**src/rtl/chmf_pkg.sv**
```systemverilog
// Package for the 3x3 contraharmonic mean filter: FSM state type, widths,
// divider status struct and the power lookup tables. No dependencies.
`default_nettype none
package chmf_pkg;

    localparam int MaxWidthDefault = 1024;
    localparam int NumW = 28;   // width of a numerator table entry
    localparam int DenW = 25;   // width of a denominator table entry
    localparam int S1W  = 32;   // sum of nine numerator entries
    localparam int S2W  = 28;   // sum of nine denominator entries
    localparam int RowW = 12;

    // Register indexes on the configuration port
    localparam logic [1:0] REG_WIDTH  = 2'd0;
    localparam logic [1:0] REG_HEIGHT = 2'd1;
    localparam logic [1:0] REG_MODE   = 2'd2;

    typedef enum logic [2:0] {
        ST_IDLE,
        ST_READ,
        ST_ACC,
        ST_START,
        ST_DIV,
        ST_OUT
    } state_t;

    typedef struct packed {
        logic busy;
        logic done;
    } div_status_t;

    typedef logic [NumW-1:0] num_tab_t [256];
    typedef logic [DenW-1:0] den_tab_t [256];

    // round(sqrt(num / den)), found as the largest lo with den*lo^2 <= num
    function automatic logic [63:0] root_rnd(input logic [127:0] num,
                                             input logic [127:0] den);
        logic [127:0] lo;
        logic [127:0] hi;
        logic [127:0] mid;
        logic [127:0] t;
        lo = '0;
        hi = 128'd1 << 31;
        for (int k = 0; k < 40; k++) begin
            if (lo < hi) begin
                mid = (lo + hi + 128'd1) >> 1;
                if (den * mid * mid <= num)
                    lo = mid;
                else
                    hi = mid - 128'd1;
            end
        end
        t = (lo << 1) + 128'd1;
        if (den * t * t < (num << 2))
            lo = lo + 128'd1;
        return lo[63:0];
    endfunction

    // Q+1 powers: p^2.5 (8 fraction bits) or p^-0.5 (24 fraction bits)
    function automatic num_tab_t build_num(input logic neg);
        num_tab_t     tab;
        logic [127:0] p;
        logic [63:0]  r;
        for (int i = 0; i < 256; i++) begin
            p = 128'(i);
            if (!neg)
                r = root_rnd((p * p * p * p * p) << 16, 128'd1);
            else if (i == 0)
                r = '0;
            else
                r = root_rnd(128'd1 << 48, p);
            tab[i] = r[NumW-1:0];
        end
        return tab;
    endfunction

    // Q powers: p^1.5 (8 fraction bits) or p^-1.5 (24 fraction bits)
    function automatic den_tab_t build_den(input logic neg);
        den_tab_t     tab;
        logic [127:0] p;
        logic [63:0]  r;
        for (int i = 0; i < 256; i++) begin
            p = 128'(i);
            if (!neg)
                r = root_rnd((p * p * p) << 16, 128'd1);
            else if (i == 0)
                r = '0;
            else
                r = root_rnd(128'd1 << 48, p * p * p);
            tab[i] = r[DenW-1:0];
        end
        return tab;
    endfunction

    localparam num_tab_t POS_NUM = build_num(1'b0);
    localparam num_tab_t NEG_NUM = build_num(1'b1);
    localparam den_tab_t POS_DEN = build_den(1'b0);
    localparam den_tab_t NEG_DEN = build_den(1'b1);

endpackage
`default_nettype wire

```
**src/rtl/chmf_div.sv**
```systemverilog
// Saturating 8-bit quotient divider: floor(num / den) clipped to 255, 0 for den 0.
// One quotient bit per cycle. Depends on chmf_pkg.
`default_nettype none
module chmf_div
    import chmf_pkg::*;
(
    input  wire logic           clk,
    input  wire logic           rst_n,
    input  wire logic           start,
    input  wire logic [S1W-1:0] num,
    input  wire logic [S2W-1:0] den,
    output div_status_t         status,
    output logic [7:0]          quotient
);

    logic [S1W-1:0] rem_reg,  rem_next;
    logic [S2W-1:0] den_reg,  den_next;
    logic [7:0]     q_reg,    q_next;
    logic [2:0]     bit_reg,  bit_next;
    logic           busy_reg, busy_next;
    logic           done_reg, done_next;
    logic [S1W+8:0] shifted;

    // one restoring step per cycle, plus a saturation check at start
    always_comb
    begin
        rem_next  = rem_reg;
        den_next  = den_reg;
        q_next    = q_reg;
        bit_next  = bit_reg;
        busy_next = busy_reg;
        done_next = 1'b0;
        shifted   = (S1W+9)'(den_reg) << bit_reg;
        if (start)
        begin
            rem_next = num;
            den_next = den;
            bit_next = 3'd7;
            q_next   = '0;
            if (den == '0)
                done_next = 1'b1;
            else if ((S1W+9)'(num) >= ((S1W+9)'(den) << 8))
            begin
                q_next    = 8'hFF;
                done_next = 1'b1;
            end
            else
                busy_next = 1'b1;
        end
        else if (busy_reg)
        begin
            if ((S1W+9)'(rem_reg) >= shifted)
            begin
                rem_next         = rem_reg - shifted[S1W-1:0];
                q_next[bit_reg]  = 1'b1;
            end
            bit_next = bit_reg - 3'd1;
            if (bit_reg == 3'd0)
            begin
                busy_next = 1'b0;
                done_next = 1'b1;
            end
        end
    end

    always_ff @(posedge clk or negedge rst_n)
    begin
        if (!rst_n)
        begin
            busy_reg <= 1'b0;
            done_reg <= 1'b0;
        end
        else
        begin
            busy_reg <= busy_next;
            done_reg <= done_next;
        end
    end

    always_ff @(posedge clk)
    begin
        rem_reg <= rem_next;
        den_reg <= den_next;
        q_reg   <= q_next;
        bit_reg <= bit_next;
    end

    assign status   = '{busy: busy_reg, done: done_reg};
    assign quotient = q_reg;

endmodule
`default_nettype wire

```
**config.mk**
```make
export PLATFORM = sky130hd
export DESIGN_NAME = chmf_div
export DESIGN_NICKNAME = d
export VERILOG_FILES = /design/src/rtl/chmf_pkg.sv /design/src/rtl/chmf_div.sv
export SDC_FILE = /design/constraint.sdc
export NUM_CORES = 1
export LEC_CHECK = 0
export ABC_AREA = 0
export BUFFER_PORTS_ARGS = -buffer_cell sky130_fd_sc_hd__buf_4
export CORE_UTILIZATION = 30
export CTS_CLUSTER_DIAMETER = 60
export DETAILED_ROUTE_END_ITERATION = 7
export SYNTH_ARGS = -nofsm -noshare
export SYNTH_HDL_FRONTEND = slang
export SYNTH_SLANG_ARGS = --single-unit
```
**constraint.sdc**
```tcl
create_clock -name clk -period 8.5 [get_ports clk]
set_clock_uncertainty 0.1 [all_clocks]
set_input_delay 1.7 -clock clk [delete_from_list [all_inputs] [get_ports clk]]
set_output_delay 1.7 -clock clk [all_outputs]
set_load 0.02 [all_outputs]
```
==> impl_metrics.yaml <==
outcome:
  status: "completed"
drt:
  vias: 5219
  viasPerCell: 5.41
  drt_iter0_drc: 357
  drc: 0
  wirelength_mm: 17.9
  routedWlPerCell_um: 18.6
  ant_nets: 0
  dr.pass1.iters: 5
cells_and_area:
  drive_gt1_share_pct: 18.6
  largest_register_ffs: 32
  num_antenna_cells: 0
  final_cell_mix: "buf_4 (75), edfxtp_1 (68), nand2_1 (66), ha_1 (58), a21oi_1 (48)"
  filler_cell_count: 2091
  layout_commonest_cell: "buf_4"
  syn2layout_area_growth_pct: 17.3
  stdcell_area_um2: 7330
  multi_input_area_um2: 3830
  ff_latch_area_um2: 2150
  finalNetCount: 812
floorplanning:
  die_area_um2: 21400
  core-area_um2: 20300
  die_w_um: 146
  start_util_pct: 30.8
  ioPinCount: 73
  dieHeight_um: 146
  fp-row-count: 52
yosys:
  synth_edf_count: 68
  synth_area_leaders: "edfxtp_1 (33%), ha_1 (12%), mux4_2 (7.2%)"
  synth-simple-area-share_pct: 13.7
  synth_fp_nets: 757
  synth_area_per_cell_um2: 9.84
  synthMuxAreaShare_pct: 12.6
  ys_ff_latch: 73
  async_flop_share_pct: 2.74
  syn_inst: 635
  synthAdderAreaFrac_pct: 11.9
  ys_seq_area_share_pct: 34.4
  synth_area_um2: 6250
  synth_area_leader_cell: "edfxtp_1"
  synth_top_flop_cell: "edfxtp_1"
  synth.top_cell.area_share_pct: 32.7
  synth.yosys.warnings: 0
  yosys.area_share.xor_xnor_pct: 3.22
  synth_compound_area_share_pct: 19.6
  ys_types: 68
  synth_top_family_by_area: "compound AO/OA/AOI/OAI gates"
critical_path:
  cp_max_fo: 36
  critPathLaunchType: "register"
  slowest_delay_ps: 950
  critPathBufInv: 2
  cp_data_required_time_ps: 8390
  critPathTopFamily: "compound AO/OA/AOI/OAI gates"
  end_kind: "register"
  r2r_setup_slack_ps: 3280
  cpMostUsedCell: "a21oi_1"
  path_class: "register to register"
  arrival_ps: 5110
  cp_slowest_cell: "dfxtp_2"
  crit_chain: "inv_1, nor2_1, nand2_1, o21ai_0, mux2i_1, ha_1, and4_1, nor3b_1, o31ai_1, a21oi_1, o31a_1, a311o_2, a21oi_1, o21ai_4, buf_4"
clock_network:
  ctsResizeCount: 0
  clock_path_buffers: 2
  clock_latency_ps: 350
  cts.htree.levels: 3
  cts_setup_buffers: 0
  cts_root_buf: "clkbuf_16"
  cts_sinks: 73
  cts_hold_buf: 0
  cts_tree: "yes"
  cts_made_buffers: 9
  clkTransAtPathRegs_ps: 70
power_and_ir_drop:
  total_leakage_power_uw: 0.00300
  finalPower_uw: 1980
  vdd_drop_max_mv: 0.0999
  powerDensity_nw_per_um2: 271
timing:
  setup_viol: 0
  post-route-min-period_ps: 5220
  hold_viol_final: 0
  max_slew_margin_pct: 37.3
  rsz0062_at_grt: "false"
  finalCritPeriodShare_pct: 61.5
  tightest_slew_ps: 940
  slew_viol_final: 0
  finalSetupTns_ps: 0
  timing.fmax_mhz: 191
  final.setup.worst_slack_ps: 3280
global_routing:
  antenna_found_initial: 0
  globalRouteTotalUtil_pct: 17.3
  grt_max_degree: 51
  grt_pass1_vias: 5180
  grt-ovfl-total: 0
  grt_pass1_wl_mm: 28.3
placed_design:
  portBuffers: 72
  hpwl_mm: 14.3
  gp_congestion: 0.896
  place_area_um2: 7030
  pre_cts_slack_ps: 3320
flow_run:
  maxCapViolations: 0
min_path:
  hold_class: "register to register"
[report_power, final]
group	internal [uW]	switching (uW)	total (uW)	leakage (uW)
sequential	503	53.1	556	0.000721
combinational	428	599	1030	0.00214
clock	231	171	402	0.000142
total	1160	823	1990	0.00300
[through the flow]
stage	utilization (%)	cells	hold WS, ps
floorplan	-	635	487
global placement	34.6	949	483
detailed placement	34.6	949	469
CTS	36.1	965	484
global route	36.1	965	540
finish	36.1	965	480
[worst min-delay path, cell delays in order, from the launching register on]
cell and delay, ps:
edfxtp_1 340, a211oi_1 50, nor2_1 70
[layout make-up]
type,count,share of cell area (%)
Clock buffer,9,3.07
Clock inverter,7,1.06
Inverter,38,1.95
Multi-Input combinational cell,493,52.2
Sequential cell,73,29.4
Tap cell,270,4.61
Timing Repair Buffer,75,7.68
[final timing paths]
| kind | startpoint | endpoint | cells past startpoint |
|---|---|---|---|
| min in group asynchronous | rst_n | busy_reg$_DFFE_PN0P_ | 1 |
| worst max register to register | bit_reg[0]$_SDFFE_PP1P_ | quotient[7]$_DFFE_PP_ | 15 |
| worst max-delay path | bit_reg[0]$_SDFFE_PP1P_ | quotient[7]$_DFFE_PP_ | 15 |
| worst min-delay path | quotient[0]$_DFFE_PP_ | quotient[0]$_DFFE_PP_ | 2 |
| max in group asynchronous | rst_n | done_reg$_DFF_PN0_ | 1 |
| worst min register to register | quotient[0]$_DFFE_PP_ | quotient[0]$_DFFE_PP_ | 2 |
[Yosys cell counts (5+ instances only)]
| library cell | instances |
|---|---|
| mux4_2 | 20 |
| xor2_1 | 6 |
| o21bai_1 | 6 |
| nand4_1 | 13 |
| nand3_1 | 7 |
| a31oi_1 | 5 |
| nor2_1 | 33 |
| nor3_1 | 6 |
| o31ai_1 | 7 |
| inv_1 | 37 |
| ha_1 | 58 |
| o21a_1 | 5 |
| xnor2_1 | 17 |
| and4_1 | 6 |
| and2_1 | 7 |
| nand2_1 | 66 |
| nor3b_1 | 5 |
| nor4_1 | 8 |
| edfxtp_1 | 68 |
| o21ai_0 | 42 |
| a21oi_1 | 48 |
| nor2b_1 | 7 |
| a21o_1 | 22 |
| a211oi_1 | 9 |
| mux2i_1 | 29 |
| a311oi_1 | 5 |
| clkbuf_1 | 22 |
[routing by layer]
layer	global-route usage, %	wire, um	vias up
met5	0	0	-
met4	10.0	800	0
met3	3.09	714	41
met2	27.7	8490	151
met1	21.9	7940	2493
li1	-	-	2534
[logic make-up after synthesis]
group | count (synthesis)
fa+ha+maj | 59
simple gates | 174
xor+xnor | 23
flops | 73
mux | 53
buf+inv | 69
compound gates | 184
Power figures use the tool's default switching activity.
